**config.mk**
```make
export PLATFORM = sky130hd
export DESIGN_NAME = spq_cell
export DESIGN_NICKNAME = d
export VERILOG_FILES = /design/src/rtl/core/spq_pkg.sv /design/src/rtl/core/spq_cell.sv
export SDC_FILE = /design/constraint.sdc
export NUM_CORES = 1
export LEC_CHECK = 0
export BUFFER_PORTS_ARGS = -buffer_cell sky130_fd_sc_hd__buf_2
export CORE_AREA = 5 5 96 98
export CTS_BUF_LIST = sky130_fd_sc_hd__clkbuf_2
export DETAILED_ROUTE_END_ITERATION = 12
export DIE_AREA = 0 0 101 103
export GPL_ROUTABILITY_DRIVEN = 0
export PLACE_DENSITY = 0.86
export SLEW_MARGIN = 25
export SYNTH_ARGS = -nofsm -noshare
export SYNTH_HDL_FRONTEND = slang
export SYNTH_SLANG_ARGS = --single-unit
```
**constraint.sdc**
```tcl
create_clock -name clk -period 7.7 [get_ports clk]
set_clock_uncertainty 0.1 [all_clocks]
set_input_delay 0.385 -clock clk [delete_from_list [all_inputs] [get_ports clk]]
set_output_delay 0.385 -clock clk [all_outputs]
set_load 0.02 [all_outputs]
```
**src/rtl/core/spq_pkg.sv**
```systemverilog
// Shared types and sizes for the sorted priority queue.
// Used by spq_cell and sorted_priority_queue; depends on nothing else.
package spq_pkg;

  localparam int DEPTH    = 64;
  localparam int ID_BITS  = 16;
  localparam int KEY_BITS = 32;
  localparam int CNT_BITS = $clog2(DEPTH + 1);

  typedef enum logic [1:0] {
    ACT_INSERT = 2'd0,
    ACT_REMOVE = 2'd1,
    ACT_PEEK   = 2'd2
  } action_t;

  typedef struct packed {
    logic [ID_BITS-1:0]         vertex;
    logic signed [KEY_BITS-1:0] key;
  } entry_t;

  // Command broadcast to every cell; ins and rem are already qualified
  // by the input handshake, and ins also by the full check.
  typedef struct packed {
    logic                       ins;
    logic                       rem;
    logic [ID_BITS-1:0]         vertex;
    logic signed [KEY_BITS-1:0] key;
  } cmd_t;

endpackage

```
**src/rtl/core/spq_cell.sv**
```systemverilog
// One slot of the sorted chain: holds an entry, compares it with the
// broadcast command and shifts with its neighbors. Depends on spq_pkg.
module spq_cell (
  input  logic           clk,
  input  spq_pkg::cmd_t  cmd_i,
  input  logic           head_i,
  input  logic           occ_i,
  input  logic           prev_place_i,
  input  logic           prev_hit_i,
  input  spq_pkg::entry_t prev_entry_i,
  input  spq_pkg::entry_t next_entry_i,
  output logic           place_o,
  output logic           hit_o,
  output spq_pkg::entry_t entry_o,
  output spq_pkg::entry_t entry_nxt_o
);

  spq_pkg::entry_t entry_r;
  spq_pkg::entry_t entry_nxt;
  logic            ge;
  logic            match;

  // The head only yields to a strictly smaller key; later slots yield on ties.
  assign ge      = head_i ? (entry_r.key > cmd_i.key) : (entry_r.key >= cmd_i.key);
  assign place_o = !occ_i || ge;
  assign match   = occ_i && (entry_r.vertex == cmd_i.vertex);
  assign hit_o   = prev_hit_i || match;

  always_comb begin
    entry_nxt = entry_r;
    if (cmd_i.ins) begin
      if (prev_place_i) begin
        entry_nxt = prev_entry_i;
      end else if (place_o) begin
        entry_nxt.vertex = cmd_i.vertex;
        entry_nxt.key    = cmd_i.key;
      end
    end else if (cmd_i.rem && hit_o) begin
      // close the gap left by the first match at or before this slot
      entry_nxt = next_entry_i;
    end
  end

  always_ff @(posedge clk) begin
    entry_r <= entry_nxt;
  end

  assign entry_o     = entry_r;
  assign entry_nxt_o = entry_nxt;

endmodule

```
==> metrics.yaml, run 1 <==
layout:
  largest_register_ffs: 48
  finish.net_count: 879
  layout.cells.most_common_list: "sky130_fd_sc_hd__buf_2 (248), sky130_fd_sc_hd__nor2_1 (97), sky130_fd_sc_hd__nor3_1 (51)"
  final_layout_size_suffix_gt1_frac: 0.387
  area.sequential_um2: 961
  area.growth.synth_to_final_pct: 36.7
  layout_commonest_cell: "sky130_fd_sc_hd__buf_2"
  multi_input_comb_area_um2: 2520
  nFillCells: 792
synthesis:
  synth_top_flop_cell: "sky130_fd_sc_hd__dfxtp_1"
  netlist.area_leader.share: 0.257
  syn-num-nets: 655
  synth_enable_flop_cells: 0
  synth_sequential_area_ratio: 0.257
  synth.cell_area_um2: 3740
  yosys_register_bits: 48
  synth_top_cell_by_area: "sky130_fd_sc_hd__dfxtp_1"
  yosys_warnings: 0
  syn-mean-instance-area_um2: 7.93
  synth-async-reset-ratio: 0
  yosys.cell_types.count: 39
  postSynthCellCount: 472
  yosys-top-cells-area: "sky130_fd_sc_hd__dfxtp_1 (26%), sky130_fd_sc_hd__o221a_1 (14%), sky130_fd_sc_hd__ha_1 (11%)"
placement:
  place.detailed.hpwl_um: 10900
  port-buffer-count: 248
cts:
  cts.reportedPaths.clkPinSlew_ps: 300
  post-cts-setup-buffer-count: 0
  cts_tree: "done"
  clock_sinks: 48
  ctsLongestPathBuffers: 2
  hold_buffers: 0
  cts-htree-levels: 2
  ctsRootBufferMaster: "sky130_fd_sc_hd__clkbuf_2"
  post_cts_resized: 0
  clk-insertion-delay-late_ps: 460
  cts_buffers: 5
floorplanning:
  floorplan.initialDensity: 0.447
  fp.dieW_um: 101
  design.core.area_um2: 8380
  area_enclosed_by_the_die_boundary_um2: 10400
  top_level_ports: 249
  chip_height_um: 103
  std_cell_rows: 34
pwr:
  seq_power_share: 0.352
  cellLeakagePower_nw: 2.44
  power_report.internal_total_uw: 538
  comb_power_share: 0.498
  pwr-share-clk: 0.150
  p_switching_uw: 434
  sw_ratio: 0.446
  power_density_nw_per_um2: 190
  max-vdd-ir-drop_mv: 0.0904
  power.total_uw: 972
sta:
  finalCriticalPeriod_ps: 4430
  final-max-slew-violation-count: 0
  setup_viol: 0
  max_freq_mhz: 226
  final-hold-violation-count: 0
  final_clock_period_utilization_by_the_worst_path: 0.575
  timing.max_slew.rel_slack: 0.341
  tightest_slew_ps: 989
  rsz_0062_raised_after_global_routing: "false"
  final.setup.tns_ps: 0
detailed_routing:
  route.detailed.drc: 0
  drt.antenna.violating_nets: 0
  drt_pass1_iterations: 6
  drtIter0Drc: 180
  avgRoutedWirePerCell_um: 17.0
  drt-total-wl_um: 13700
  vias_per_cell: 5.73
  vias: 4618
critical_path:
  arrival_ps: 3950
  critical_path_peak_fanout: 47
  end_kind: "primary output"
  startpoint_type_of_the_worst_setup_path: "flop"
  critical_path_required_ps: 7210
  worstSetupPathType: "reg -> out"
global_route:
  grt_start_max_net_pins: 99
  global_route.overflow_total: 0
  initial_antenna_violation_count: 0
  first_global_vias: 4590
  wire_length_of_the_first_global_routing_pass_um: 21100
  globalRouteTotalUtil: 0.249
status:
  run_status: "finished clean"
flow_run:
  drv_cap: 0
hold_path:
  holdCritPathClass: "in -> reg"
[path summary, 6_finish.rpt]
kind / from / end / slack [ps] / depth (start not counted)
worst max-delay path: entry_o[31] / entry_nxt_o[41] / 3270 / 8
worst min register to register: entry_o[2] / entry_o[2] / 520 / 1
worst min-delay path: cmd_i[30] / entry_o[30] / 120 / 2
worst max register to register: entry_o[31] / entry_o[41] / 4230 / 7
[final cells by class]
class,instances,area share
diodes,1,0.000489
clock buffers,5,0.00489
clock inverters,3,0.00831
inverters,32,0.0235
multi-input cells,356,0.492
flip-flops and latches,48,0.188
well taps,108,0.0264
repair buffers,253,0.257
[cells by family after synthesis]
logic type,after synthesis,synth area share
adder cells (fa/ha/maj),32,0.107
buffers and inverters,68,0.0778
XOR/XNOR,16,0.0374
multiplexers,2,0.00568
flip-flops,48,0.257
AO/OA/AOI/OAI,124,0.291
AND/OR/NAND/NOR,182,0.225
[power by group through the flow]
stage	clock network [mW]	logic, mW	registers [mW]
2_1_floorplan	0	0.255	0.390
3_3_place_gp	0	0.468	0.343
3_5_place_dp	0	0.484	0.347
4_1_cts	0.151	0.486	0.341
5_1_grt	0.161	0.524	0.348
6_report	0.146	0.483	0.342
[cell usage after synthesis, types with 2 or more instances]
cell	count
sky130_fd_sc_hd__nor2_1	97
sky130_fd_sc_hd__nor3_1	51
sky130_fd_sc_hd__a211oi_1	49
sky130_fd_sc_hd__dfxtp_1	48
sky130_fd_sc_hd__o221a_1	47
sky130_fd_sc_hd__ha_1	32
sky130_fd_sc_hd__inv_1	32
sky130_fd_sc_hd__clkbuf_1	25
sky130_fd_sc_hd__xor2_1	15
sky130_fd_sc_hd__a21oi_1	11
sky130_fd_sc_hd__nand2_1	9
sky130_fd_sc_hd__nand4_1	7
sky130_fd_sc_hd__buf_2	5
sky130_fd_sc_hd__nand3_1	5
sky130_fd_sc_hd__nor4_1	5
sky130_fd_sc_hd__a21o_1	4
sky130_fd_sc_hd__buf_6	4
sky130_fd_sc_hd__buf_1	2
sky130_fd_sc_hd__o21ai_0	2
sky130_fd_sc_hd__o21ai_1	2
sky130_fd_sc_hd__o21bai_1	2
[critical path, cell delays in order, from the launching register on]
cell and delay (ps):
sky130_fd_sc_hd__dfxtp_1 410, sky130_fd_sc_hd__ha_1 380, sky130_fd_sc_hd__nand4_1 210, sky130_fd_sc_hd__nor4_1 400, sky130_fd_sc_hd__a21bo_2 290, sky130_fd_sc_hd__o311ai_2 380, sky130_fd_sc_hd__or3_2 820, sky130_fd_sc_hd__o221a_1 390
sky130_fd_sc_hd__buf_2 190
[metrics by stage]
stage / setup slack (ps) / instances / hold slack [ps] / util / cell area [µm²]
floorplan: 4610 / 472 / 601 / - / 3740
global placement: 3600 / 794 / 481 / 0.596 / 4990
detailed placement: 3570 / 797 / 493 / 0.602 / 5050
CTS: 3170 / 805 / 91.0 / 0.610 / 5120
global route: 2860 / 805 / 66.9 / 0.610 / 5120
finish: 3270 / 806 / 115 / 0.611 / 5120
[routing by layer]
metal	global-route usage	vias up	part of all wire
met1	0.282	2151	0.37
met5	0	-	0
met4	0.0930	0	0.023
met2	0.463	224	0.51
li1	-	2217	-
met3	0.0453	26	0.094
Note: power is estimated with default switching activity, not from simulation.
==> run 2: changes to the inputs <==
CORE_AREA = 5 5 103 105   (was 5 5 96 98)
DIE_AREA = 0 0 108 110   (was 0 0 101 103)
PLACE_DENSITY = 0.79   (was 0.86)
clock period = 3.65 ns   (was 7.7 ns; I/O delays follow)
==> run 2 against run 1 <==
Cell count increased by 13%. Global-route usage grew 1.0 points. Hold slack got worse by 82 ps. Sequential share of layout area fell by 2.7 points. Critical path type is now in -> out. Largest cell class unchanged. Highest routed layer is now met5.
==> metrics.yaml, run 2 (synthesis results as in run 1) <==
layout:
  finish.net_count: 957
  largest_register_ffs: 48
  final_layout_size_suffix_gt1_frac: 0.396
  layout_commonest_cell: "sky130_fd_sc_hd__buf_2"
  nFillCells: 813
  area.sequential_um2: 975
  multi_input_comb_area_um2: 2650
  area.growth.synth_to_final_pct: 62.1
  layout.cells.most_common_list: "sky130_fd_sc_hd__buf_2 (242), sky130_fd_sc_hd__nor2_1 (97), sky130_fd_sc_hd__dlygate4sd3_1 (65)"
  final_cells: 910
cts:
  cts.reportedPaths.clkPinSlew_ps: 260
  ctsLongestPathBuffers: 2
  cts_tree: "done"
  cts_buffers: 5
  clk-insertion-delay-late_ps: 430
  cts-htree-levels: 2
  ctsRootBufferMaster: "sky130_fd_sc_hd__clkbuf_2"
  clock_sinks: 48
sta:
  final_clock_period_utilization_by_the_worst_path: 0.972
  setup_viol: 0
  max_freq_mhz: 282
  tightest_slew_ps: 1020
  rsz_0062_raised_after_global_routing: "true"
  holdWs_ps: 33.8
  timing.max_slew.rel_slack: 0.319
  final.setup.tns_ps: 0
  final-max-slew-violation-count: 0
  postLayoutSetupSlackWorst_ps: 101
  final-hold-violation-count: 0
  finalCriticalPeriod_ps: 3550
global_route:
  wire_length_of_the_first_global_routing_pass_um: 24900
  initial_antenna_violation_count: 2
  globalRouteTotalUtil: 0.259
  grt_most_used_layer: "met2"
  grt_start_max_net_pins: 95
  grtUsageMet1: 0.278
  groute.layer.met2.usage: 0.484
  global_route.overflow_total: 0
  first_global_vias: 5166
  grt_util_met3: 0.0582
placement:
  placedCellCount: 826
  place.detailed.hpwl_um: 11100
  port-buffer-count: 248
  post-place-ws_ps: 138
critical_path:
  startpoint_type_of_the_worst_setup_path: "primary input"
  arrival_ps: 3270
  timing.critical_path.cells: "dlygate4sd3_1, buf_2, inv_1, ha_1, nand4_4, nor4_4, a21bo_2, a31o_1, o311ai_4, or3_4, clkbuf_16, o221a_1, buf_2"
  cpPeakStageDelay_ps: 530
  critical_path.top_delay_family: "buffers and inverters"
  critical_path_peak_fanout: 12
  worstSetupPathType: "in -> out"
  critical_path.n_buffers_inverters: 5
  end_kind: "primary output"
  timing.critical_path.slowest_stage_cell: "sky130_fd_sc_hd__dlygate4sd3_1"
  critical_path_required_ps: 3370
  crit_path_most_repeated_cell: "sky130_fd_sc_hd__buf_2"
floorplanning:
  area_enclosed_by_the_die_boundary_um2: 11900
  chip_height_um: 110
  fp.dieW_um: 108
  top_level_ports: 249
  design.core.area_um2: 9550
  std_cell_rows: 36
  floorplan.initialDensity: 0.392
pwr:
  max-vdd-ir-drop_mv: 0.241
  power_density_nw_per_um2: 357
  cellLeakagePower_nw: 2.83
hold_path:
  holdCritPathClass: "in -> reg"
detailed_routing:
  drtIter0Drc: 300
  drt-total-wl_um: 16500
  avgRoutedWirePerCell_um: 18.1
  drt_pass1_iterations: 5
  vias: 5150
  drt.antenna.violating_nets: 0
  vias_per_cell: 5.66
  route.detailed.drc: 0
flow_run:
  drv_cap: 0
status:
  run_status: "finished clean"
-- run 2: changes by cell type in the layout (fill, tap and decap cells not counted), moves of 2 or more --
cell | previous run | this run
sky130_fd_sc_hd__ha_1 | 32 | 29
sky130_fd_sc_hd__dlygate4sd3_1 | 0 | 65
sky130_fd_sc_hd__dfxtp_1 | 48 | 37
sky130_fd_sc_hd__buf_4 | 2 | 15
sky130_fd_sc_hd__buf_2 | 248 | 242
sky130_fd_sc_hd__o221a_1 | 47 | 41
sky130_fd_sc_hd__o221a_4 | 0 | 6
sky130_fd_sc_hd__dfxtp_2 | 0 | 11
sky130_fd_sc_hd__ha_4 | 0 | 3
sky130_fd_sc_hd__buf_6 | 0 | 6
sky130_fd_sc_hd__buf_8 | 2 | 0
-- run 2: layout make-up --
type | count | area share
Clock buffer | 5 | 0.00412
Multi-Input combinational cell | 356 | 0.437
Tap cell | 133 | 0.0274
Antenna cell | 2 | 0.000824
Clock inverter | 3 | 0.00227
Sequential cell | 48 | 0.161
Inverter | 32 | 0.0198
Timing Repair Buffer | 331 | 0.348
-- run 2: what timing repair did --
| action | 4_1_cts | 5_1_grt |
|---|---|---|
| pin swaps | 4 | 13 |
| endpoints found under the setup margin | 47 | 53 |
| resized for setup | 14 | 31 |
| hold buffers | 64 | 1 |
| setup buffers | 6 | 1 |
| endpoints found under the hold margin | 48 | 1 |
| gates cloned | 1 | 1 |
-- run 2: report_power, final --
part / internal (mW) / switching (mW)
Combinational: 0.532 / 0.677
Sequential: 0.621 / 0.107
Clock: 0.0432 / 0.185
-- run 2: tightest hold or removal path, stage by stage --
cell and delay, ps:
sky130_fd_sc_hd__buf_2 90, sky130_fd_sc_hd__nor2_1 90, sky130_fd_sc_hd__a211oi_1 60, sky130_fd_sc_hd__o221a_4 120
-- run 2: per-stage QoR --
stage                     power, mW  instance area [µm²]   util
after floorplan                1.36                 3740      -
after CTS                      2.10                 5870  0.615
after global placement         1.73                 5070  0.531
after detailed placement       1.76                 5070  0.531
after global routing           2.30                 6070  0.636
final                          2.17                 6070  0.636
-- run 2: per-layer routing --
layer | vias to the layer above | wire length [µm]
li1 | 2387 | -
met1 | 2387 | 6000
met2 | 312 | 8440
met3 | 62 | 1360
met4 | 2 | 677
met5 | - | 11
-- run 2: path summary, 6_finish.rpt --
check	startpoint	to	slack [ps]	cells after the start
max	cmd_i[13]	entry_nxt_o[28]	100	13
min reg2reg	entry_o[15]	entry_o[15]	510	1
min	prev_entry_i[37]	entry_o[37]	30	4
max reg2reg	entry_o[0]	entry_o[43]	210	11
==> run 3: changes to the inputs <==
CORE_AREA = 5 5 99 101   (was 5 5 103 105)
DIE_AREA = 0 0 104 106   (was 0 0 108 110)
PLACE_DENSITY = 0.82   (was 0.79)
clock period = 4 ns   (was 3.65 ns; I/O delays follow)
==> run 3 against run 2 <==
Non-clock buffer count decreased by 23. First-iteration DRC count decreased by 10%. Combinational power decreased by 16%. Power decreased by 13%. Clock-buffer cell count increased by 1. Hold slack got worse by 1.4 ps. Setup slack improved by 45 ps. Routed wire length decreased by 5.3%. Register-to-register slack improved by 140 ps. Largest power group unchanged. Highest routed layer is now met4.
==> metrics.yaml, run 3 (synthesis results as in run 1) <==
status:
  run_status: "finished clean"
sta:
  postLayoutSetupSlackWorst_ps: 146
  finalCriticalPeriod_ps: 3850
  rsz_0062_raised_after_global_routing: "false"
  setup_viol: 0
  final-hold-violation-count: 0
  final_clock_period_utilization_by_the_worst_path: 0.964
  max_freq_mhz: 259
  timing.max_slew.rel_slack: 0.333
  final-max-slew-violation-count: 0
  final.setup.tns_ps: 0
  tightest_slew_ps: 996
global_route:
  first_global_vias: 4942
  initial_antenna_violation_count: 0
  wire_length_of_the_first_global_routing_pass_um: 23900
  global_route.overflow_total: 0
  grt_start_max_net_pins: 96
  globalRouteTotalUtil: 0.259
floorplanning:
  area_enclosed_by_the_die_boundary_um2: 11000
  chip_height_um: 106
  fp.dieW_um: 104
  design.core.area_um2: 8930
  floorplan.initialDensity: 0.419
  std_cell_rows: 35
  top_level_ports: 249
critical_path:
  arrival_ps: 3550
  critical_path_peak_fanout: 12
  worstSetupPathType: "in -> out"
  startpoint_type_of_the_worst_setup_path: "primary input"
  end_kind: "primary output"
  critical_path_required_ps: 3700
cts:
  cts_buffers: 5
  cts.reportedPaths.clkPinSlew_ps: 270
  ctsLongestPathBuffers: 2
  ctsRootBufferMaster: "sky130_fd_sc_hd__clkbuf_2"
  clk-insertion-delay-late_ps: 430
  clock_sinks: 48
  cts-htree-levels: 2
  cts_tree: "done"
layout:
  finish.net_count: 937
  final_util: 0.636
  insertedDiodeCount: 0
  layout_commonest_cell: "sky130_fd_sc_hd__buf_2"
  largest_register_ffs: 48
  area.growth.synth_to_final_pct: 51.7
  final_layout_size_suffix_gt1_frac: 0.364
  layout.cells.most_common_list: "sky130_fd_sc_hd__buf_2 (248), sky130_fd_sc_hd__nor2_1 (97), sky130_fd_sc_hd__dlygate4sd3_1 (54)"
  final_cells: 866
hold_path:
  holdCritPathClass: "in -> reg"
detailed_routing:
  vias: 4910
  drt.antenna.violating_nets: 0
  route.detailed.drc: 0
  avgRoutedWirePerCell_um: 18.0
  drt_pass1_iterations: 4
  drtIter0Drc: 269
  vias_per_cell: 5.67
  drt-total-wl_um: 15600
placement:
  port-buffer-count: 248
  placedCellCount: 800
  place.detailed.hpwl_um: 10800
  post-place-ws_ps: 240
pwr:
  cellLeakagePower_nw: 2.67
  max-vdd-ir-drop_mv: 0.190
  power.total_mw: 1.89
  power_density_nw_per_um2: 332
flow_run:
  drv_cap: 0
==> run 3: power by group <==
part	internal, mW	switching [mW]	total [mW]
Combinational	0.422	0.598	1.02
Sequential	0.562	0.0957	0.658
Clock	0.0436	0.166	0.209
==> run 3: final timing paths <==
kind | cells past startpoint | slack, ps | startpoint | end
setup reg to reg | 10 | 350 | entry_o[31] | entry_o[43]
hold reg to reg | 1 | 520 | entry_o[9] | entry_o[9]
setup / recovery | 13 | 150 | cmd_i[31] | entry_nxt_o[44]
hold / removal | 4 | 30 | prev_entry_i[24] | entry_o[24]
==> run 3: per-layer routing <==
layer | share of wire | global-route usage | wire length (µm)
met1 | 0.37 | 0.281 | 5850
met2 | 0.51 | 0.479 | 7930
met3 | 0.088 | 0.0668 | 1370
met4 | 0.030 | 0.0990 | 466
met5 | 0 | 0 | 0
==> run 3: worst max-delay path: stages <==
cell                            delay, ps
sky130_fd_sc_hd__dlygate4sd3_1        530
sky130_fd_sc_hd__buf_2                130
sky130_fd_sc_hd__inv_1                 40
sky130_fd_sc_hd__ha_1                 380
sky130_fd_sc_hd__nand4_1              230
sky130_fd_sc_hd__nor3_1                80
sky130_fd_sc_hd__a221o_1              320
sky130_fd_sc_hd__nor3_1               300
sky130_fd_sc_hd__mux2i_2              170
sky130_fd_sc_hd__buf_4                180
sky130_fd_sc_hd__or3_4                510
sky130_fd_sc_hd__o221a_1              300
sky130_fd_sc_hd__buf_2                170
==> run 3: through the flow <==
stage / instance area, µm² / hold WS (ps)
finish: 5680 / 32.4
global route: 5680 / 5.70
CTS: 5630 / 0.574
detailed placement: 5030 / 416
global placement: 5030 / 412
floorplan: 3740 / 416
==> run 3: cell type report <==
| cell class | count | area, µm² |
|---|---|---|
| inverter | 32 | 120 |
| multi-input combinational | 359 | 2580 |
| clock inverter | 2 | 11.3 |
| tap | 111 | 139 |
| fill | 787 | 3250 |
| sequential | 48 | 961 |
| timing repair buffer | 308 | 1840 |
| clock buffer | 6 | 30.0 |
==> run 3: timing repair <==
| item | CTS | global route |
|---|---|---|
| hold buffers | 54 | 0 |
| cloned | 1 | 2 |
| resized for setup | 2 | 6 |
| setup endpoints to repair | 47 | 47 |
| hold endpoints to repair | 48 | 0 |
| setup buffers | 0 | 1 |
| pin swaps | 1 | 2 |
